**config.mk**
```make
export PLATFORM = sky130hd
export DESIGN_NAME = jetp_cfg
export DESIGN_NICKNAME = d
export VERILOG_FILES = /design/src/hw/rtl/jetp_pkg.sv /design/src/hw/rtl/jetp_cfg.sv
export SDC_FILE = /design/constraint.sdc
export NUM_CORES = 1
export LEC_CHECK = 0
export CAP_MARGIN = 20
export CORE_MARGIN = 10
export CORE_UTILIZATION = 40
export DETAILED_ROUTE_END_ITERATION = 10
export DONT_BUFFER_PORTS = 1
export PLACE_DENSITY_LB_ADDON = 0.05
export SYNTH_ARGS = -nofsm -noshare
export SYNTH_HDL_FRONTEND = slang
export SYNTH_SLANG_ARGS = --single-unit
```
**constraint.sdc**
```tcl
create_clock -name clk -period 1.37 [get_ports clk]
set_input_delay 0 -clock clk [delete_from_list [all_inputs] [get_ports clk]]
set_output_delay 0 -clock clk [all_outputs]
set_load 0.01 [all_outputs]
```
**src/hw/rtl/jetp_pkg.sv**
```systemverilog
// ----------------------------------------------------------------------------
// jetp_pkg
// Shared types, constants, palette and saturation helper for the Julia
// escape-time pixel evaluator.
// ----------------------------------------------------------------------------
package jetp_pkg;

  localparam int COORD_BITS_DEF = 11;
  localparam int ITER_BITS_DEF  = 10;

  localparam int WORD_BITS       = 32;
  localparam int FRAC_BITS       = 28;
  localparam int PROD_BITS       = 2 * WORD_BITS;
  localparam int PALETTE_ENTRIES = 27;
  localparam int LAYER_BITS      = 5;
  localparam int LAYER_MAX       = PALETTE_ENTRIES - 1;
  localparam int CFG_IDX_BITS    = 3;

  // |z|^2 >= 4.0 in Q8.56
  localparam logic [PROD_BITS:0] ESC_LIMIT = (PROD_BITS + 1)'(1) << (2 * FRAC_BITS + 2);

  localparam logic signed [WORD_BITS-1:0] LEFT_ORIGIN_RST = -32'sd536870912;
  localparam logic signed [WORD_BITS-1:0] TOP_ORIGIN_RST  = -32'sd268435456;
  localparam logic signed [WORD_BITS-1:0] X_STEP_RST      = 32'sd1258291;
  localparam logic signed [WORD_BITS-1:0] Y_STEP_RST      = 32'sd1118481;
  localparam logic signed [WORD_BITS-1:0] C_REAL_RST      = -32'sd214748365;
  localparam logic signed [WORD_BITS-1:0] C_IMAG_RST      = 32'sd41875931;
  localparam int ITER_LIMIT_RST = 500;
  localparam int LAYER_SPAN_RST = 18;

  typedef enum logic [CFG_IDX_BITS-1:0] {
    REG_LEFT_ORIGIN = 3'd0,
    REG_TOP_ORIGIN  = 3'd1,
    REG_X_STEP      = 3'd2,
    REG_Y_STEP      = 3'd3,
    REG_C_REAL      = 3'd4,
    REG_C_IMAG      = 3'd5,
    REG_ITER_LIMIT  = 3'd6,
    REG_LAYER_SPAN  = 3'd7
  } cfg_reg_t;

  typedef struct packed {
    logic signed [WORD_BITS-1:0] left_origin;
    logic signed [WORD_BITS-1:0] top_origin;
    logic signed [WORD_BITS-1:0] x_step;
    logic signed [WORD_BITS-1:0] y_step;
    logic signed [WORD_BITS-1:0] c_real;
    logic signed [WORD_BITS-1:0] c_imag;
  } coord_cfg_t;

  typedef enum logic [2:0] {
    ST_IDLE,
    ST_MAP_MUL,
    ST_MAP_ADD,
    ST_SQUARE,
    ST_TEST,
    ST_DIVIDE
  } ctrl_state_t;

  typedef struct packed {
    logic take_in;
    logic map_mul;
    logic map_add;
    logic square;
    logic update;
    logic div_init;
    logic div_step;
    logic load_out;
  } dp_cmd_t;

  typedef struct packed {
    logic limit_hit;
    logic escaped;
    logic div_done;
    logic out_free;
  } dp_status_t;

  typedef struct packed {
    logic [7:0] r;
    logic [7:0] g;
    logic [7:0] b;
  } rgb_t;

  localparam rgb_t PALETTE [PALETTE_ENTRIES] = '{
    '{8'd10,  8'd15,  8'd20},  '{8'd20,  8'd30,  8'd40},  '{8'd30,  8'd45,  8'd60},
    '{8'd40,  8'd60,  8'd80},  '{8'd50,  8'd75,  8'd100}, '{8'd60,  8'd90,  8'd120},
    '{8'd70,  8'd105, 8'd140}, '{8'd80,  8'd120, 8'd160}, '{8'd90,  8'd135, 8'd180},
    '{8'd100, 8'd150, 8'd200}, '{8'd110, 8'd165, 8'd220}, '{8'd120, 8'd180, 8'd240},
    '{8'd130, 8'd195, 8'd255}, '{8'd140, 8'd210, 8'd255}, '{8'd150, 8'd225, 8'd255},
    '{8'd160, 8'd240, 8'd255}, '{8'd170, 8'd255, 8'd255}, '{8'd200, 8'd255, 8'd255},
    '{8'd230, 8'd255, 8'd255}, '{8'd255, 8'd255, 8'd255}, '{8'd220, 8'd220, 8'd220},
    '{8'd200, 8'd200, 8'd200}, '{8'd180, 8'd180, 8'd180}, '{8'd150, 8'd150, 8'd150},
    '{8'd120, 8'd120, 8'd120}, '{8'd90,  8'd90,  8'd90},  '{8'd50,  8'd75,  8'd100}
  };

  function automatic rgb_t palette_rgb(input logic [LAYER_BITS-1:0] idx);
    rgb_t c;
    c = PALETTE[LAYER_MAX];
    if (int'(idx) < PALETTE_ENTRIES) begin
      c = PALETTE[idx];
    end
    return c;
  endfunction

  function automatic logic signed [WORD_BITS-1:0] sat_word(
      input logic signed [PROD_BITS-1:0] v);
    logic signed [PROD_BITS-1:0] hi;
    logic signed [PROD_BITS-1:0] lo;
    logic signed [WORD_BITS-1:0] res;
    hi = PROD_BITS'({1'b0, {(WORD_BITS-1){1'b1}}});
    lo = -hi - PROD_BITS'(1);
    if (v > hi) begin
      res = {1'b0, {(WORD_BITS-1){1'b1}}};
    end else if (v < lo) begin
      res = {1'b1, {(WORD_BITS-1){1'b0}}};
    end else begin
      res = v[WORD_BITS-1:0];
    end
    return res;
  endfunction

endpackage

```
**src/hw/rtl/jetp_cfg.sv**
```systemverilog
// ----------------------------------------------------------------------------
// jetp_cfg
// Configuration register file: origin, step, Julia constant, iteration
// limit and layer span, written through the configuration channel.
// ----------------------------------------------------------------------------
module jetp_cfg #(
  parameter int ITER_BITS = jetp_pkg::ITER_BITS_DEF
) (
  input  logic                                  clk,
  input  logic                                  rst,
  input  logic                                  cfg_valid,
  output logic                                  cfg_ready,
  input  logic [jetp_pkg::CFG_IDX_BITS-1:0]     cfg_index,
  input  logic [jetp_pkg::WORD_BITS-1:0]        cfg_data,
  output jetp_pkg::coord_cfg_t                  coord_cfg,
  output logic [ITER_BITS-1:0]                  iter_limit,
  output logic [ITER_BITS-1:0]                  layer_span
);
  import jetp_pkg::*;

  cfg_reg_t idx;

  assign cfg_ready = 1'b1;
  assign idx       = cfg_reg_t'(cfg_index);

  always_ff @(posedge clk) begin
    if (rst) begin
      coord_cfg.left_origin <= LEFT_ORIGIN_RST;
      coord_cfg.top_origin  <= TOP_ORIGIN_RST;
      coord_cfg.x_step      <= X_STEP_RST;
      coord_cfg.y_step      <= Y_STEP_RST;
      coord_cfg.c_real      <= C_REAL_RST;
      coord_cfg.c_imag      <= C_IMAG_RST;
      iter_limit            <= ITER_BITS'(ITER_LIMIT_RST);
      layer_span            <= ITER_BITS'(LAYER_SPAN_RST);
    end else if (cfg_valid && cfg_ready) begin
      unique case (idx)
        REG_LEFT_ORIGIN: coord_cfg.left_origin <= cfg_data;
        REG_TOP_ORIGIN:  coord_cfg.top_origin  <= cfg_data;
        REG_X_STEP:      coord_cfg.x_step      <= cfg_data;
        REG_Y_STEP:      coord_cfg.y_step      <= cfg_data;
        REG_C_REAL:      coord_cfg.c_real      <= cfg_data;
        REG_C_IMAG:      coord_cfg.c_imag      <= cfg_data;
        REG_ITER_LIMIT:  iter_limit            <= cfg_data[ITER_BITS-1:0];
        REG_LAYER_SPAN:  layer_span            <= cfg_data[ITER_BITS-1:0];
      endcase
    end
  end

endmodule

```
==> run summary, run 1 <==
The row count is 52. In this run, CTS created clock tree buffers numbering 24. Before CTS, the worst setup slack after placement is 0.258 ns. The run gives 1 as the maximum level of the CTS H-tree.

Summed over all instances, the cell type with the most area after synthesis is sky130_fd_sc_hd__dfxtp_1. By area the synthesized netlist is led by sky130_fd_sc_hd__dfxtp_1 (51%), sky130_fd_sc_hd__mux2i_1 (26%), sky130_fd_sc_hd__nand2b_1 (13%), sky130_fd_sc_hd__nor2_1 (4.4%), sky130_fd_sc_hd__clkbuf_1 (1.2%). The area share of the leading cell type in the synthesized netlist is 0.513, and the number of placed I/O pins is 251. Master cell of the clock root buffer: sky130_fd_sc_hd__clkbuf_16. Post-synthesis sequential area ratio: 0.513. After legalization and detailed placement, the total HPWL measured 16800 um.

The proportion of synthesized flip-flops having asynchronous set or reset came out at 0. Total standard cell area after synthesis: 8270 um^2. By count the netlist is led by sky130_fd_sc_hd__dfxtp_1 (212), sky130_fd_sc_hd__mux2i_1 (212), sky130_fd_sc_hd__nand2b_1 (175). Gates resized during post-CTS repair numbered 0. The run stopped with a tool error. CTS saw 212 sinks. Count of synthesis-stage warnings from yosys: 0.

The clock passes through at most 3 buffers. The effective utilization at floorplan is 0.407, and the register bit total from synthesis is 212. The count of buffers added on input and output ports is 0.

The post-synthesis average cell area came out at 10.8 um^2. The die is 164 um tall. After clock tree synthesis, the setup repair step added 0 buffers. For the net count of the mapped netlist, the log shows 806. The first error in the log reads "[ERROR RSZ-0060] Max buffer count reached".

The tools report the terminating stage of the flow as clock tree synthesis. The hold buffer count at CTS is 209. The width of the die was 164 um. Placer congestion estimate: 0.782.

In the synthesized netlist, the number of instances is 768. The most used flip-flop cell after synthesis is sky130_fd_sc_hd__dfxtp_1. Yosys mapped a number of flops with a built-in enable equal to 0. The count of different cell masters after synthesis came out at 18.
metrics by stage:
step	area [um^2]	util	cells
floorplan	8270	-	768
global placement	8480	0.418	995
detailed placement	8480	0.418	995
kinds of logic after synthesis:
kind of cell | synth area share
buffers and inverters | 0.0368
DFF | 0.513
muxes | 0.257
other | 0.000454
and+or+nand+nor | 0.193
==> run 2: changes to the inputs <==
- CORE_UTILIZATION: 40 -> 25
- PLACE_DENSITY_LB_ADDON: 0.05 -> 0.15
==> run summary, run 2 <==
The flow ran to the end, and the final reports show no timing, DRC or antenna violations. Compared with the post-synthesis result, the final layout area differs by 40.8%. Top cells by area, synth: sky130_fd_sc_hd__dfxtp_1 (51%), sky130_fd_sc_hd__mux2i_1 (26%), sky130_fd_sc_hd__nand2b_1 (13%), sky130_fd_sc_hd__nor2_1 (4.4%), sky130_fd_sc_hd__clkbuf_1 (1.2%) (unchanged). The run gives 8270 um^2 (unchanged) as the total standard cell area after synthesis. Setup repair after global routing left no endpoint under its margin. The tools report the startpoint class of the critical path as a flip-flop. The worst-case IR drop observed on VDD is 0.000750 V.

The effective utilization at floorplan is 0.253 (was 0.407). The wire length per cell came out at 22.0 um. The count of buffers from port buffering came out at 0 (unchanged). For the filler cell count, the log shows 3329. The worst path in the final design needs a cycle of 1.29 ns, including I/O delays and setup.

The number of diodes added for antenna fixing was 0; the maximum buffer depth of the clock tree was 3 (unchanged). The worst-case hold path end point is layer_span[9]. In the layout the commonest cells are sky130_fd_sc_hd__mux2i_1 (212), sky130_fd_sc_hd__dfxtp_1 (212), sky130_fd_sc_hd__dlygate4sd3_1 (210). The tools report the violation count after the first detailed-route iteration as 227. For the maximum number of pins on one net before global-route repair, the log shows 183. The analysis attributes to cell leakage a power of 4.93 nW. The register with the highest flop count was coord_cfg. The logs give 6522 for the number of global-route vias before repair and 0 for the number of max-slew violations in the final report. Summing all multi-input logic gate instances after layout gives 3740 um^2.

The top flip-flop cell by instance count after synthesis was sky130_fd_sc_hd__dfxtp_1 (unchanged). The CTS sink count is 212 (unchanged), and the setup slack on the worst flop-to-flop path is 0.08 ns. Count of antenna-violating nets left after detailed routing: 0. The class of the most critical hold timing path was in2reg. The logs give 0.588 for the worst relative slew slack and 0 for the overall overflow remaining after global route.

Data on the critical path arrives at its endpoint at 1.73 ns. Clock latency on the worst-skew pair, taken at its later pin, is 0.52 ns. Summing internal, switching and leakage power gives 13.8 mW. The placer congestion estimate is 0.708 (was 0.782).

TritonCTS built the clock tree. The largest registers in the layout are coord_cfg (192), iter_limit (10), layer_span (10). The ratio of cells with drive above 1 in the final layout is 0.0580. The net count of the mapped netlist was 806 (unchanged); the row count was 66 (was 52).

Cell types with the highest counts after synthesis: sky130_fd_sc_hd__dfxtp_1 (212), sky130_fd_sc_hd__mux2i_1 (212), sky130_fd_sc_hd__nand2b_1 (175) (unchanged). For the final hold violation count, the log shows 0. For the maximum level of the CTS H-tree, the log shows 1 (unchanged). The tools report the number of buffers added by the clock tree synthesis step as 25 (was 24).

The final layout net count came out at 1004. The logs give 0.148 for the total routing resource utilization after global routing and 0 ns for the clock skew after layout. The run gives 4 as the first-pass iteration count of the detailed router.

The proportion of synthesized flip-flops having asynchronous set or reset is 0 (unchanged). Setup violations remaining at the end of the flow were counted as 0. The number of instances on the worst hold path works out to 2.

Setup total negative slack on the finished layout was measured at 0 ns. In the final layout, flip-flops and latches occupy 4240 um^2. The register bit total from synthesis was 212 (unchanged); the post-synthesis average cell area was 10.8 um^2 (unchanged). After floorplanning, the core was sized to cover 32600 um^2. In the routed layout, each cell is associated on average with a via count of 4.42. The launch instance of the worst register-to-register path is coord_cfg[2]. Summing over every cut layer, the via total after detailed routing is 6304. For the worst flop-to-flop path, the logic depth is 3.

After detailed routing, the number of remaining DRC violations is 0. The kind of critical path is reg2reg. Clock-pin slew was measured on the worst setup and hold paths at 0.06 ns. The tools report the total wire length as 31400 um. The reported max-cap violation count came out at 0. The worst setup path is captured at a flip-flop. The post-synthesis cell count is 768 (unchanged), and the width of the die is 202 um (was 164 um). Cell taking the most area after synthesis: sky130_fd_sc_hd__dfxtp_1 (unchanged).

The number of flops mapped to enable cells by yosys was 0 (unchanged); the largest fanout on the critical path was 2. The number of resized instances in the post-cts repair step was 0 (unchanged); the measured slew at the worst slew-check pin was 0.618 ns. In this run the power density over the cells is 1190 nW/um^2. The post-synthesis sequential area ratio was 0.513 (unchanged); the portion of the clock cycle consumed by the worst path in the final layout was 0.941.

The master cell of the clock root buffer is sky130_fd_sc_hd__clkbuf_16 (unchanged). The tools report the post-DP HPWL as 19700 um (was 16800 um). The count of synthesis-stage warnings from yosys was 0 (unchanged); the number of flip-flops under the largest register name was 192.

For this run, the top clock speed supported by timing is 776 MHz. The endpoint of the most critical register-to-register path is coord_cfg[2]. The first-pass GRT wire length was 46000 um. Die outline height: 202 um (was 164 um). The floorplan step defined a die boundary enclosing 40700 um^2. The startpoint identified for the worst hold timing path is cfg_data[9]. The area share of the leading cell type in the synthesized netlist works out to 0.513 (unchanged). For the number of placed I/O pins, the log shows 251 (unchanged). The run gives 18 (unchanged) as the count of different cell masters after synthesis. STA puts the critical path data required time at 1.81 ns. The initial antenna violation count came out at 0.
## run 2: cell counts after synthesis
Identical to the previous run, type by type.
## run 2: critical path, stage by stage (launching register included)
cell                            delay [ns]
sky130_fd_sc_hd__dfxtp_1              0.44
sky130_fd_sc_hd__nand2b_1             0.08
sky130_fd_sc_hd__dlygate4sd3_1        0.56
sky130_fd_sc_hd__mux2i_1              0.13
## run 2: cell type report
cell class                      count  area share
Sequential cell                   212       0.365
Multi-Input combinational cell    498       0.322
Timing Repair Buffer              229       0.199
Clock buffer                       40      0.0629
Tap cell                          442      0.0475
Clock inverter                      4     0.00419
## run 2: repair_timing
| action | 4_1_cts | 5_1_grt |
|---|---|---|
| hold endpoints to repair | 212 | 0 |
| hold buffers | 212 | 0 |
| buffers inserted | 0 | 0 |
## run 2: worst max path at each step
stage	from	slack (ns)	to
after floorplan	cfg_index[0]	0.32	coord_cfg[183]
after global placement	cfg_index[0]	0.28	coord_cfg[177]
after detailed placement	cfg_index[0]	0.28	coord_cfg[175]
after CTS	coord_cfg[72]	0.08	coord_cfg[72]
after global routing	iter_limit[0]	0.001	iter_limit[0]
final	coord_cfg[2]	0.08	coord_cfg[2]
## run 2: kinds of logic after synthesis
family / after synthesis / synth area share
other: 1 / 0.000454
buffers and inverters: 58 / 0.0368
AND/OR/NAND/NOR: 285 / 0.193
flip-flops: 212 / 0.513
multiplexers: 212 / 0.257
## run 2: report_power, final
part           switching (mW)  internal (mW)
combinational           0.420          0.460
sequential              0.193           6.31
clock                    2.62           3.82
## run 2: routing by layer
metal / part of all wire / vias to the layer above / GRT usage
li1: - / 2922 / -
met1: 0.43 / 3197 / 0.184
met2: 0.47 / 157 / 0.242
met3: 0.088 / 28 / 0.0541
met4: 0.013 / 0 / 0.0301
met5: 0 / - / 0
## run 2: through the flow
| step | utilization | instances | setup WS (ns) | hold slack [ns] | area, um^2 |
|---|---|---|---|---|---|
| after detailed placement | 0.267 | 1169 | 0.278 | 0.180 | 8710 |
| final | 0.357 | 1425 | 0.0807 | 0.00424 | 11600 |
| after CTS | 0.357 | 1425 | 0.0762 | 0.00440 | 11600 |
| after global placement | 0.267 | 1169 | 0.282 | 0.169 | 8710 |
| after global routing | 0.357 | 1425 | 0.00147 | 0.00869 | 11600 |
| after floorplan | - | 768 | 0.319 | 0.161 | 8270 |
Power figures use the tool's default switching activity.
