**src/hw/rtl/jetp_pkg.sv**
```systemverilog
// ----------------------------------------------------------------------------
// jetp_pkg
// Shared types, constants, palette and saturation helper for the Julia
// escape-time pixel evaluator.
// ----------------------------------------------------------------------------
package jetp_pkg;

  localparam int COORD_BITS_DEF = 11;
  localparam int ITER_BITS_DEF  = 10;

  localparam int WORD_BITS       = 32;
  localparam int FRAC_BITS       = 28;
  localparam int PROD_BITS       = 2 * WORD_BITS;
  localparam int PALETTE_ENTRIES = 27;
  localparam int LAYER_BITS      = 5;
  localparam int LAYER_MAX       = PALETTE_ENTRIES - 1;
  localparam int CFG_IDX_BITS    = 3;

  // |z|^2 >= 4.0 in Q8.56
  localparam logic [PROD_BITS:0] ESC_LIMIT = (PROD_BITS + 1)'(1) << (2 * FRAC_BITS + 2);

  localparam logic signed [WORD_BITS-1:0] LEFT_ORIGIN_RST = -32'sd536870912;
  localparam logic signed [WORD_BITS-1:0] TOP_ORIGIN_RST  = -32'sd268435456;
  localparam logic signed [WORD_BITS-1:0] X_STEP_RST      = 32'sd1258291;
  localparam logic signed [WORD_BITS-1:0] Y_STEP_RST      = 32'sd1118481;
  localparam logic signed [WORD_BITS-1:0] C_REAL_RST      = -32'sd214748365;
  localparam logic signed [WORD_BITS-1:0] C_IMAG_RST      = 32'sd41875931;
  localparam int ITER_LIMIT_RST = 500;
  localparam int LAYER_SPAN_RST = 18;

  typedef enum logic [CFG_IDX_BITS-1:0] {
    REG_LEFT_ORIGIN = 3'd0,
    REG_TOP_ORIGIN  = 3'd1,
    REG_X_STEP      = 3'd2,
    REG_Y_STEP      = 3'd3,
    REG_C_REAL      = 3'd4,
    REG_C_IMAG      = 3'd5,
    REG_ITER_LIMIT  = 3'd6,
    REG_LAYER_SPAN  = 3'd7
  } cfg_reg_t;

  typedef struct packed {
    logic signed [WORD_BITS-1:0] left_origin;
    logic signed [WORD_BITS-1:0] top_origin;
    logic signed [WORD_BITS-1:0] x_step;
    logic signed [WORD_BITS-1:0] y_step;
    logic signed [WORD_BITS-1:0] c_real;
    logic signed [WORD_BITS-1:0] c_imag;
  } coord_cfg_t;

  typedef enum logic [2:0] {
    ST_IDLE,
    ST_MAP_MUL,
    ST_MAP_ADD,
    ST_SQUARE,
    ST_TEST,
    ST_DIVIDE
  } ctrl_state_t;

  typedef struct packed {
    logic take_in;
    logic map_mul;
    logic map_add;
    logic square;
    logic update;
    logic div_init;
    logic div_step;
    logic load_out;
  } dp_cmd_t;

  typedef struct packed {
    logic limit_hit;
    logic escaped;
    logic div_done;
    logic out_free;
  } dp_status_t;

  typedef struct packed {
    logic [7:0] r;
    logic [7:0] g;
    logic [7:0] b;
  } rgb_t;

  localparam rgb_t PALETTE [PALETTE_ENTRIES] = '{
    '{8'd10,  8'd15,  8'd20},  '{8'd20,  8'd30,  8'd40},  '{8'd30,  8'd45,  8'd60},
    '{8'd40,  8'd60,  8'd80},  '{8'd50,  8'd75,  8'd100}, '{8'd60,  8'd90,  8'd120},
    '{8'd70,  8'd105, 8'd140}, '{8'd80,  8'd120, 8'd160}, '{8'd90,  8'd135, 8'd180},
    '{8'd100, 8'd150, 8'd200}, '{8'd110, 8'd165, 8'd220}, '{8'd120, 8'd180, 8'd240},
    '{8'd130, 8'd195, 8'd255}, '{8'd140, 8'd210, 8'd255}, '{8'd150, 8'd225, 8'd255},
    '{8'd160, 8'd240, 8'd255}, '{8'd170, 8'd255, 8'd255}, '{8'd200, 8'd255, 8'd255},
    '{8'd230, 8'd255, 8'd255}, '{8'd255, 8'd255, 8'd255}, '{8'd220, 8'd220, 8'd220},
    '{8'd200, 8'd200, 8'd200}, '{8'd180, 8'd180, 8'd180}, '{8'd150, 8'd150, 8'd150},
    '{8'd120, 8'd120, 8'd120}, '{8'd90,  8'd90,  8'd90},  '{8'd50,  8'd75,  8'd100}
  };

  function automatic rgb_t palette_rgb(input logic [LAYER_BITS-1:0] idx);
    rgb_t c;
    c = PALETTE[LAYER_MAX];
    if (int'(idx) < PALETTE_ENTRIES) begin
      c = PALETTE[idx];
    end
    return c;
  endfunction

  function automatic logic signed [WORD_BITS-1:0] sat_word(
      input logic signed [PROD_BITS-1:0] v);
    logic signed [PROD_BITS-1:0] hi;
    logic signed [PROD_BITS-1:0] lo;
    logic signed [WORD_BITS-1:0] res;
    hi = PROD_BITS'({1'b0, {(WORD_BITS-1){1'b1}}});
    lo = -hi - PROD_BITS'(1);
    if (v > hi) begin
      res = {1'b0, {(WORD_BITS-1){1'b1}}};
    end else if (v < lo) begin
      res = {1'b1, {(WORD_BITS-1){1'b0}}};
    end else begin
      res = v[WORD_BITS-1:0];
    end
    return res;
  endfunction

endpackage

```
**src/hw/rtl/jetp_ctrl.sv**
```systemverilog
// ----------------------------------------------------------------------------
// jetp_ctrl
// Sequencer: accepts a request, steps the datapath through coordinate
// mapping, the square/update iteration loop and the layer division, then
// hands the result to the output register.
// ----------------------------------------------------------------------------
module jetp_ctrl (
  input  logic                   clk,
  input  logic                   rst,
  input  logic                   in_valid,
  output logic                   in_ready,
  input  jetp_pkg::dp_status_t   status,
  output jetp_pkg::dp_cmd_t      cmd
);
  import jetp_pkg::*;

  ctrl_state_t state;
  ctrl_state_t state_next;

  always_ff @(posedge clk) begin
    if (rst) begin
      state <= ST_IDLE;
    end else begin
      state <= state_next;
    end
  end

  always_comb begin
    state_next = state;
    unique case (state)
      ST_IDLE: begin
        if (in_valid) state_next = ST_MAP_MUL;
      end
      ST_MAP_MUL: state_next = ST_MAP_ADD;
      ST_MAP_ADD: state_next = ST_SQUARE;
      ST_SQUARE:  state_next = ST_TEST;
      ST_TEST: begin
        if (status.limit_hit || status.escaped) begin
          state_next = ST_DIVIDE;
        end else begin
          state_next = ST_SQUARE;
        end
      end
      ST_DIVIDE: begin
        if (status.div_done && status.out_free) state_next = ST_IDLE;
      end
    endcase
  end

  always_comb begin
    cmd      = '0;
    in_ready = 1'b0;
    unique case (state)
      ST_IDLE: begin
        in_ready    = 1'b1;
        cmd.take_in = in_valid;
      end
      ST_MAP_MUL: cmd.map_mul = 1'b1;
      ST_MAP_ADD: cmd.map_add = 1'b1;
      ST_SQUARE:  cmd.square  = 1'b1;
      ST_TEST: begin
        if (status.limit_hit || status.escaped) begin
          cmd.div_init = 1'b1;
        end else begin
          cmd.update = 1'b1;
        end
      end
      ST_DIVIDE: begin
        if (!status.div_done) begin
          cmd.div_step = 1'b1;
        end else if (status.out_free) begin
          cmd.load_out = 1'b1;
        end
      end
    endcase
  end

endmodule

```
**config.mk**
```make
export PLATFORM = sky130hd
export DESIGN_NAME = jetp_ctrl
export DESIGN_NICKNAME = d
export VERILOG_FILES = /design/src/hw/rtl/jetp_pkg.sv /design/src/hw/rtl/jetp_ctrl.sv
export SDC_FILE = /design/constraint.sdc
export NUM_CORES = 1
export LEC_CHECK = 0
export BUFFER_PORTS_ARGS = -buffer_cell sky130_fd_sc_hd__buf_2
export CAP_MARGIN = 40
export CORE_AREA = 5 5 42 44
export CTS_CLUSTER_DIAMETER = 120
export DETAILED_ROUTE_END_ITERATION = 10
export DIE_AREA = 0 0 47 49
export GPL_TIMING_DRIVEN = 0
export PLACE_DENSITY = 0.36
export SLEW_MARGIN = 30
export SYNTH_ARGS = -nofsm -noshare
export SYNTH_HDL_FRONTEND = slang
export SYNTH_SLANG_ARGS = --single-unit
```
**constraint.sdc**
```tcl
create_clock -name clk -period 1.45 [get_ports clk]
set_clock_uncertainty 0.1 [all_clocks]
set_input_delay 0.3625 -clock clk [delete_from_list [all_inputs] [get_ports clk]]
set_output_delay 0.3625 -clock clk [all_outputs]
set_load 0.02 [all_outputs]
```
==> results of run 1 <==
cells in the final DEF (no fill, tap or decap), types with 2 or more instances in the layout:
cell and count:
buf_6 10, buf_4 10, buf_2 7, nor2_1 4, clkbuf_4 3, nor2_4 2
nor3_4 2, dfxtp_2 2
worst min-delay path by stage:
stage	end	start	slack, ns
2_1_floorplan	state[1]$_SDFFE_PP0P_	rst	0.33
3_3_place_gp	state[1]$_SDFFE_PP0P_	rst	0.48
3_5_place_dp	state[1]$_SDFFE_PP0P_	rst	0.48
4_1_cts	state[1]$_SDFFE_PP0P_	rst	0.23
5_1_grt	state[0]$_SDFFE_PP0P_	rst	0.24
6_report	state[1]$_SDFFE_PP0P_	rst	0.23
metrics by stage:
| step | setup TNS, ns | hold WS [ns] | cell area (um2) | instances |
|---|---|---|---|---|
| after floorplan | -0.0852 | 0.334 | 267 | 29 |
| after global placement | -0.334 | 0.477 | 362 | 60 |
| after detailed placement | -0.360 | 0.481 | 362 | 60 |
| after CTS | -1.08 | 0.229 | 536 | 71 |
| after global routing | -1.58 | 0.241 | 568 | 74 |
| final | -1.10 | 0.234 | 568 | 74 |
power breakdown:
group          switching (W)  total, W  leakage, nW  internal, W
sequential         0.0000116  0.000107       0.0261    0.0000954
clock              0.0000446  0.000148       0.0150     0.000103
combinational       0.000109  0.000258        0.208     0.000148
area by class of cell:
cell class / instances / area, um2
fillers: 156 / 833
multi-input cells: 23 / 218
repair buffers: 26 / 211
flip-flops and latches: 3 / 66.3
clock buffers: 4 / 26.3
plain buffers: 2 / 26.3
well taps: 16 / 20.0
cell usage after synthesis (all sizes together):
library cell / instances
dfxtp: 3
nand2b: 1
clkbuf: 1
and2: 1
buf: 2
o22a: 1
o21ba: 1
nand2: 1
o22ai: 1
nor3: 3
nand3: 1
nor2: 7
a31o: 1
nor3b: 3
xnor2: 1
or3: 1
per-layer routing:
metal  global-route usage, %  vias to the layer above  wire (um)
met5                       0                        -          0
met1                    8.77                      142        298
met3                    1.48                        0         31
li1                        -                      157          -
met2                    14.3                        7        504
met4                    6.91                        0          0
repair_timing:
item / CTS / global route
resized for setup: 26 / 5
gates cloned: 0 / 0
setup endpoints to repair: 9 / 9
buffers inserted: 8 / 3
pin swaps: 5 / 3
critical path: cells and delay by family, from the launching register on:
| family | cells | cell delay (ns) |
|---|---|---|
| flip-flops | 1 | 0.31 |
| buffers and inverters | 2 | 0.25 |
| AND/OR/NAND/NOR | 2 | 0.43 |
logic make-up after synthesis:
group | count (synthesis) | share of synthesized area [%]
compound gates | 4 | 15.4
xor+xnor | 1 | 4.00
buf+inv | 3 | 9.14
flops | 3 | 27.4
simple gates | 18 | 44.0
==> key figures, run 1 <==
Routing
  – Initial DRT Pass Iterations: 2
  – DRT iter0 DRCs: 1
  – WL final: 835 um
  – Residual DRC: 0
  – Via-per-instance ratio: 4.14
  – Vias: 306
  – WL/cell: 11.3 um
  – Post-route antenna net violation count: 0

STA
  – Relative slew slack: 86.7%
  – Achievable Freq: 0.596 GHz
  – Slew Viols, Final: 0
  – Final worst path period need: 1.68 ns
  – Worst slew pin tran: 0.199 ns
  – RSZ-0062 raised after global routing: yes
  – Endpoints failing setup: 9
  – PnR worst setup slack: -0.229 ns
  – Final Hold Vio Count: 0
  – Final Cycle Share: 116%

Pwr
  – Tot Pwr: 0.000512 W
  – Power density cells: 902 nW/um2
  – Worst vdd ir: 0.357 mV
  – LEAKAGE: 0.249 nW

GRT
  – Initial antenna violation count: 0
  – Global-route wire length before repair: 1.42 mm
  – Overflow after GRT: 0
  – Vias in the first global route: 339
  – Global-route usage over all layers: 8.59%
  – Largest net degree at the start of global routing: 9

Synth
  – Synth top area share: 27.4%
  – Cell variety after synth: 17
  – Yosys synthesis warning count: 0
  – Seq/Total Area, Yosys: 27.4%
  – #FFs+latches synth: 3
  – Syn Std Cell Area: 219 um2
  – Syn_area_per_cell: 7.55 um2
  – Main area contributors after synthesis: dfxtp_1, nor2_1, nor3b_1
  – Syn Inst Count: 29
  – Synth area leader: dfxtp_1
  – Syn nets: 36

CTS
  – # clock sinks: 3
  – Clock Tree Buf Depth: 2
  – CTS Root Buffer Type: clkbuf_4
  – Htree depth: 1
  – CTS tree: yes
  – Insertion delay to the later sink of the worst-skew pair: 0.23 ns
  – Cts bufs inserted: 3
  – Clock-pin slew on the worst setup and hold paths: 0.04 ns
  – Cts hold-fix bufs: 0

Worst setup path
  – Largest stage delay, worst path: 0.34 ns
  – Critical Path Fanout Max: 8
  – Reg2reg path depth: 5
  – Critical-path cell list: buf_6 > or3_4 > nor2_4 > buf_6
  – Startpoint types: flip-flop
  – Worst path slowest cell: or3_4
  – Critical Path RT: 0.99 ns
  – Critical Path End: cmd[3]
  – Worst setup startpoint: state[0]$_SDFFE_PP0P_
  – Worst R2R Start: state[0]$_SDFFE_PP0P_
  – Crit path top cell by count: buf_6
  – Worst flop-to-flop path endpoint: state[1]$_SDFFE_PP0P_
  – Crit path kind: flip-flop to output port
  – Crit path capture type: output port
  – CP Data Arrival Time: 1.22 ns
  – FF-to-FF setup slack: 0.09 ns

Floorplanning
  – Die Ht: 49 um
  – Die Span X: 47 um
  – Starting Density: 15.6%
  – # rows: 14
  – Core footprint: 1400 um2
  – Die footprint: 2300 um2
  – Boundary Pins: 16

Run status
  – Failing checks: negative setup slack
  – Status: complete, but fails checks

Final layout
  – NumNets Final: 66
  – Number of flip-flops under the largest register name: 3
  – Synth-to-Final Area Change: 159%
  – Share of layout cells above drive strength 1: 79.3%
  – Antenna cells: 0
  – Final core utilization: 40.5%
  – Biggest register: state
  – Biggest regs: state x3

Placed design
  – I/O Buffers: 15
  – Pre-CTS setup slack: -0.129 ns
  – Placer Congestion: 0.654

Worst hold path
  – Hold depth: 2
  – Worst hold path type: primary input to flip-flop

Flow run
  – Max_cap viols: 0
Power figures use the tool's default switching activity.
==> inputs of run 2 (changes only) <==
- PLACE_DENSITY: 0.36 -> not set
==> run 2 against run 1 <==
The run still ends with negative setup slack left. Hold slack worse by 0.0079 ns. Die area stayed put. First-iteration DRC count is 100% higher. Worst setup slack better by 0.013 ns. Utilization is 3.8 points lower. Highest routed layer unchanged. Critical path type unchanged. Register-to-register slack better by 0.02 ns. Cell area is 9.5% lower. Sequential power is 4% higher.
==> key figures, run 2 (same netlist as run 1, synthesis figures left out) <==
STA
  – Minimum hold slack: 0.226 ns (was 0.234 ns)
  – Achievable Freq: 0.600 GHz (was 0.596 GHz)
  – RSZ-0062 raised after global routing: yes (unchanged)
  – Endpoints failing setup: 9 (unchanged)
  – Relative slew slack: 87.1% (was 86.7%)
  – Final Cycle Share: 115% (was 116%)
  – PnR worst setup slack: -0.216 ns (was -0.229 ns)
  – Worst slew pin tran: 0.193 ns (was 0.199 ns)
  – Final worst path period need: 1.67 ns (was 1.68 ns)
  – Setup Total Neg Slack: -1.13 ns (was -1.10 ns)
  – Slew Viols, Final: 0 (unchanged)
  – Final Hold Vio Count: 0 (unchanged)

Routing
  – DRT iter0 DRCs: 2 (was 1)
  – Via-per-instance ratio: 4.24 (was 4.14)
  – Vias: 301 (was 306)
  – WL/cell: 11.2 um (was 11.3 um)
  – Initial DRT Pass Iterations: 3 (was 2)
  – Post-route antenna net violation count: 0 (unchanged)
  – Residual DRC: 0 (unchanged)
  – WL final: 797 um (was 835 um)

CTS
  – # clock sinks: 3 (unchanged)
  – Clock Tree Buf Depth: 2 (unchanged)
  – CTS tree: yes (unchanged)
  – Cts bufs inserted: 3 (unchanged)
  – CTS Root Buffer Type: clkbuf_4 (unchanged)
  – Clock-pin slew on the worst setup and hold paths: 0.04 ns (about the same)
  – Insertion delay to the later sink of the worst-skew pair: 0.23 ns (about the same)
  – Htree depth: 1 (unchanged)
  – Cts hold-fix bufs: 0 (unchanged)

Final layout
  – Synth-to-Final Area Change: 135% (was 159%)
  – Final core utilization: 36.7% (was 40.5%)
  – Commonest non-fill, non-tap cell in the layout: buf_4
  – Number of flip-flops under the largest register name: 3 (unchanged)
  – Antenna cells: 0 (unchanged)
  – Biggest register: state (unchanged)
  – Share of layout cells above drive strength 1: 74.5% (was 79.3%)
  – Final Non-Filler Cells: 71 (was 74)
  – Biggest regs: state x3 (unchanged)
  – NumNets Final: 63 (was 66)
  – Final instance area: 514 um2 (was 568 um2)
  – Commonest cells after routing, fill and taps aside: buf_4, buf_2, buf_6 (was buf_6, buf_4, buf_2)

Placed design
  – Area post-placement: 362 um2 (unchanged)
  – Placer Congestion: 0.767 (was 0.654)
  – Placed Cells: 60 (unchanged)
  – Post-DP HPWL: 462 um
  – I/O Buffers: 15 (unchanged)

Pwr
  – LEAKAGE: 0.233 nW (was 0.249 nW)
  – Power density cells: 936 nW/um2 (was 902 nW/um2)
  – Worst vdd ir: 0.296 mV (was 0.357 mV)

Worst hold path
  – Worst hold path type: primary input to flip-flop (unchanged)
  – Hold Crit Start: rst (unchanged)
  – Hold depth: 2 (unchanged)
  – Hold Path End: state[1]$_SDFFE_PP0P_ (unchanged)

GRT
  – Largest net degree at the start of global routing: 9 (unchanged)
  – Vias in the first global route: 330 (was 339)
  – Global-route usage over all layers: 8.11% (was 8.59%)
  – Overflow after GRT: 0 (unchanged)
  – Initial antenna violation count: 0 (unchanged)
  – Global-route wire length before repair: 1.35 mm (was 1.42 mm)

Worst setup path
  – Critical Path Fanout Max: 6 (was 8)
  – FF-to-FF setup slack: 0.11 ns (was 0.09 ns)
  – Worst flop-to-flop path endpoint: state[1]$_SDFFE_PP0P_ (unchanged)
  – CP Data Arrival Time: 1.20 ns (was 1.22 ns)
  – Reg2reg path depth: 5 (unchanged)
  – Startpoint types: flip-flop (unchanged)
  – Crit path kind: flip-flop to output port (unchanged)
  – Critical Path RT: 0.99 ns (about the same)
  – Worst R2R Start: state[0]$_SDFFE_PP0P_ (unchanged)
  – Crit path capture type: output port (unchanged)

Floorplanning
  – Die footprint: 2300 um2 (unchanged)
  – # rows: 14 (unchanged)
  – Boundary Pins: 16 (unchanged)
  – Die Ht: 49 um (unchanged)
  – Die Span X: 47 um (unchanged)
  – Starting Density: 15.6% (unchanged)
  – Core footprint: 1400 um2 (unchanged)

Flow run
  – Max_cap viols: 0 (unchanged)

Run status
  – Failing checks: negative setup slack (unchanged)
  – Status: complete, but fails checks (unchanged)
-- run 2: critical path, cell delays in order, from the launching register on --
cell and delay [ns]:
dfxtp_1 0.30, buf_6 0.13, or3_4 0.34, nor2_4 0.09
buf_6 0.12
-- run 2: worst max path at each step --
| stage | cells after the start | end | start |
|---|---|---|---|
| CTS | 4 | cmd[3] | state[0]$_SDFFE_PP0P_ |
| global route | 4 | cmd[3] | state[0]$_SDFFE_PP0P_ |
| detailed placement | 4 | cmd[1] | state[1]$_SDFFE_PP0P_ |
| finish | 4 | cmd[3] | state[0]$_SDFFE_PP0P_ |
| floorplan | 3 | cmd[7] | state[2]$_SDFFE_PP0P_ |
| global placement | 4 | cmd[1] | state[1]$_SDFFE_PP0P_ |
-- run 2: cell type report --
| class | count | area, um2 |
|---|---|---|
| plain buffers | 2 | 26.3 |
| clock buffers | 4 | 26.3 |
| fillers | 159 | 887 |
| multi-input cells | 23 | 203 |
| flip-flops and latches | 3 | 65.1 |
| well taps | 16 | 20.0 |
| repair buffers | 23 | 174 |
-- run 2: power breakdown --
group	leakage [nW]	switching [W]	internal [W]
logic	0.193	0.0000962	0.000129
clock network	0.0150	0.0000423	0.000103
registers	0.0258	0.0000161	0.0000948
-- run 2: metrics by stage --
stage	total power, W	setup WS [ns]
after detailed placement	0.000265	-0.123
after global placement	0.000265	-0.116
after floorplan	0.000223	-0.0368
after global routing	0.000508	-0.253
after CTS	0.000473	-0.224
final	0.000481	-0.216
-- run 2: what timing repair did --
| item | in CTS | in global routing |
|---|---|---|
| gates cloned | 0 | 0 |
| buffers inserted | 7 | 1 |
| endpoints found under the setup margin | 9 | 9 |
| pin swaps | 3 | 2 |
| gates resized for setup | 20 | 3 |
-- run 2: layer usage --
layer | GRT usage (%) | part of all wire, % | up-vias
li1 | - | - | 153
met1 | 8.61 | 38 | 138
met2 | 13.3 | 55 | 10
met3 | 0.738 | 6.4 | 0
met4 | 6.91 | 0 | 0
met5 | 0 | 0 | -
==> inputs of run 3 (changes only) <==
==> constraint.sdc (replaced) <==
create_clock -name clk -period 1.45 [get_ports clk]
set_clock_uncertainty 0.1 [all_clocks]
set_input_delay 0.0725 -clock clk [delete_from_list [all_inputs] [get_ports clk]]
set_output_delay 0.0725 -clock clk [all_outputs]
set_load 0.02 [all_outputs]
==> run 3 against run 2 <==
The run now ends clean. Sequential share of layout area grew 2.9 points. Sequential power shrank 11%. Non-clock buffer count shrank 5. Critical path depth is the same. Count of clock-buffer cells in the layout is the same. Via count shrank 7.3%. Largest power group unchanged. Highest routed layer is now met4.
==> key figures, run 3 (same netlist as run 1, synthesis figures left out) <==
Pwr
  – Worst vdd ir: 0.427 mV (was 0.296 mV)
  – Power density cells: 1050 nW/um2 (was 936 nW/um2)
  – LEAKAGE: 0.184 nW (was 0.233 nW)
  – Tot Pwr: 0.000416 W (was 0.000481 W)

Routing
  – Top layer in use: met4 (was met3)
  – Post-route antenna net violation count: 0 (unchanged)
  – Residual DRC: 0 (unchanged)
  – WL met1: 312 um (was 304 um)
  – Vias: 279 (was 301)
  – WL met3: 63 um (was 51 um)
  – WL final: 677 um (was 797 um)
  – WL/cell: 10.3 um (was 11.2 um)
  – Met2 wire length: 283 um (was 441 um)
  – Via-per-instance ratio: 4.23 (was 4.24)
  – Initial DRT Pass Iterations: 2 (was 3)
  – DRT iter0 DRCs: 3 (was 2)

Placed design
  – Area post-placement: 319 um2 (was 362 um2)
  – Post-DP HPWL: 464 um (was 462 um)
  – Placer Congestion: 0.718 (was 0.767)
  – Pre-CTS setup slack: 0.105 ns (was -0.123 ns)
  – I/O Buffers: 15 (unchanged)

CTS
  – Clock-pin slew on the worst setup and hold paths: 0.04 ns (about the same)
  – Clock Tree Buf Depth: 2 (unchanged)
  – Insertion delay to the later sink of the worst-skew pair: 0.23 ns (about the same)
  – # clock sinks: 3 (unchanged)
  – Htree depth: 1 (unchanged)
  – CTS tree: yes (unchanged)
  – Cts bufs inserted: 3 (unchanged)
  – CTS Root Buffer Type: clkbuf_4 (unchanged)

Final layout
  – Fillers: 161 (was 159)
  – Biggest register: state (unchanged)
  – Antenna cells: 0 (unchanged)
  – Commonest cells after routing, fill and taps aside: buf_2, nor2_1, buf_4 (was buf_4, buf_2, buf_6)
  – Final core utilization: 28.2% (was 36.7%)
  – Number of flip-flops under the largest register name: 3 (unchanged)
  – NumNets Final: 58 (was 63)
  – Biggest regs: state x3 (unchanged)
  – Commonest non-fill, non-tap cell in the layout: buf_2 (was buf_4)
  – Share of layout cells above drive strength 1: 58.0% (was 74.5%)
  – Synth-to-Final Area Change: 80.6% (was 135%)
  – Final instance area: 395 um2 (was 514 um2)

Worst hold path
  – Hold Crit Start: status[3] (was rst)
  – Worst hold path type: primary input to flip-flop (unchanged)

STA
  – Endpoints failing setup: 0 (was 9)
  – Final Hold Vio Count: 0 (unchanged)
  – Final worst path period need: 1.40 ns (was 1.67 ns)
  – PnR worst setup slack: 0.0508 ns (was -0.216 ns)
  – Minimum hold slack: 0.102 ns (was 0.226 ns)
  – Worst slew pin tran: 0.191 ns (was 0.193 ns)
  – Final Cycle Share: 96.5% (was 115%)
  – Achievable Freq: 0.715 GHz (was 0.600 GHz)
  – Slew Viols, Final: 0 (unchanged)
  – Relative slew slack: 87.3% (was 87.1%)
  – RSZ-0062 raised after global routing: yes (unchanged)

Worst setup path
  – Critical-path cell list: buf_6 > or3_4 > nor2_1 > buf_4 (was buf_6 > or3_4 > nor2_4 > buf_6)
  – Largest stage delay, worst path: 0.33 ns (was 0.34 ns)
  – Crit path capture type: output port (unchanged)
  – Worst setup startpoint: state[0]$_SDFFE_PP0P_ (unchanged)
  – Crit path max-delay family: simple AND/OR/NAND/NOR gates (unchanged)
  – Critical Path RT: 1.28 ns (was 0.99 ns)
  – CP Data Arrival Time: 1.23 ns (was 1.20 ns)
  – Worst path slowest cell: or3_4 (unchanged)
  – Startpoint types: flip-flop (unchanged)
  – Critical Path Fanout Max: 3 (was 6)
  – Worst path buffer plus inverter count: 2 (unchanged)
  – Worst R2R Start: state[0]$_SDFFE_PP0P_ (unchanged)
  – Crit path kind: flip-flop to output port (unchanged)

Floorplanning
  – Die footprint: 2300 um2 (unchanged)
  – Die Ht: 49 um (unchanged)
  – # rows: 14 (unchanged)
  – Starting Density: 15.6% (unchanged)
  – Die Span X: 47 um (unchanged)
  – Boundary Pins: 16 (unchanged)
  – Core footprint: 1400 um2 (unchanged)

GRT
  – Global-route wire length before repair: 1.07 mm (was 1.35 mm)
  – Largest net degree at the start of global routing: 10 (was 9)
  – Initial antenna violation count: 0 (unchanged)
  – Overflow after GRT: 0 (unchanged)
  – Global-route usage over all layers: 6.68% (was 8.11%)
  – Vias in the first global route: 265 (was 330)

Flow run
  – Max_cap viols: 0 (unchanged)

Run status
  – Status: completed (was complete, but fails checks)
-- run 3: changes by cell type in the layout (fill, tap and decap cells not counted), sizes merged --
cell / previous run / this run
buf: 25 / 19
dlygate4sd3: 0 / 1
-- run 3: area by class of cell --
class                      count  area, um2  area share [%]
sequential                     3       61.3            15.5
tap                           16       20.0            5.06
multi-input combinational     23        161            40.8
clock buffer                   4       26.3            6.65
timing repair buffer          18        110            27.8
buffer                         2       16.3            4.11
-- run 3: final timing paths --
kind	end	slack [ns]	cells past startpoint
max	cmd[3]	0.05	4
min	state[2]$_SDFFE_PP0P_	0.10	3
max reg2reg	state[1]$_SDFFE_PP0P_	0.21	6
min reg2reg	state[0]$_SDFFE_PP0P_	0.49	2
-- run 3: report_power, final --
group          switching [W]  internal (W)
Combinational      0.0000856     0.0000834
Sequential        0.00000574     0.0000928
Clock              0.0000450      0.000103
Total               0.000136      0.000279
-- run 3: metal layers --
layer  track usage, %  vias up
met5                0        -
met4             6.91        0
met3             1.11        2
met2             7.47       15
met1             9.63      120
li1                 -      142
-- run 3: worst min-delay path, delay by kind of cell --
| kind | cells | cell delay, ns |
|---|---|---|
| buf+inv | 1 | 0.09 |
| compound gates | 1 | 0.13 |
| simple gates | 1 | 0.12 |
-- run 3: per-stage QoR --
stage,TNS (ns),cells
3_5_place_dp,0,60
2_1_floorplan,0,29
4_1_cts,0,66
6_report,0,66
3_3_place_gp,0,60
5_1_grt,-0.0638,66
-- run 3: what timing repair did --
action | in CTS | in global routing
setup buffers | 2 | 0
hold buffers | 1 | 0
endpoints found under the hold margin | 2 | 0
endpoints found under the setup margin | 4 | 5
pin swaps | 2 | 0
gates resized for setup | 3 | 6
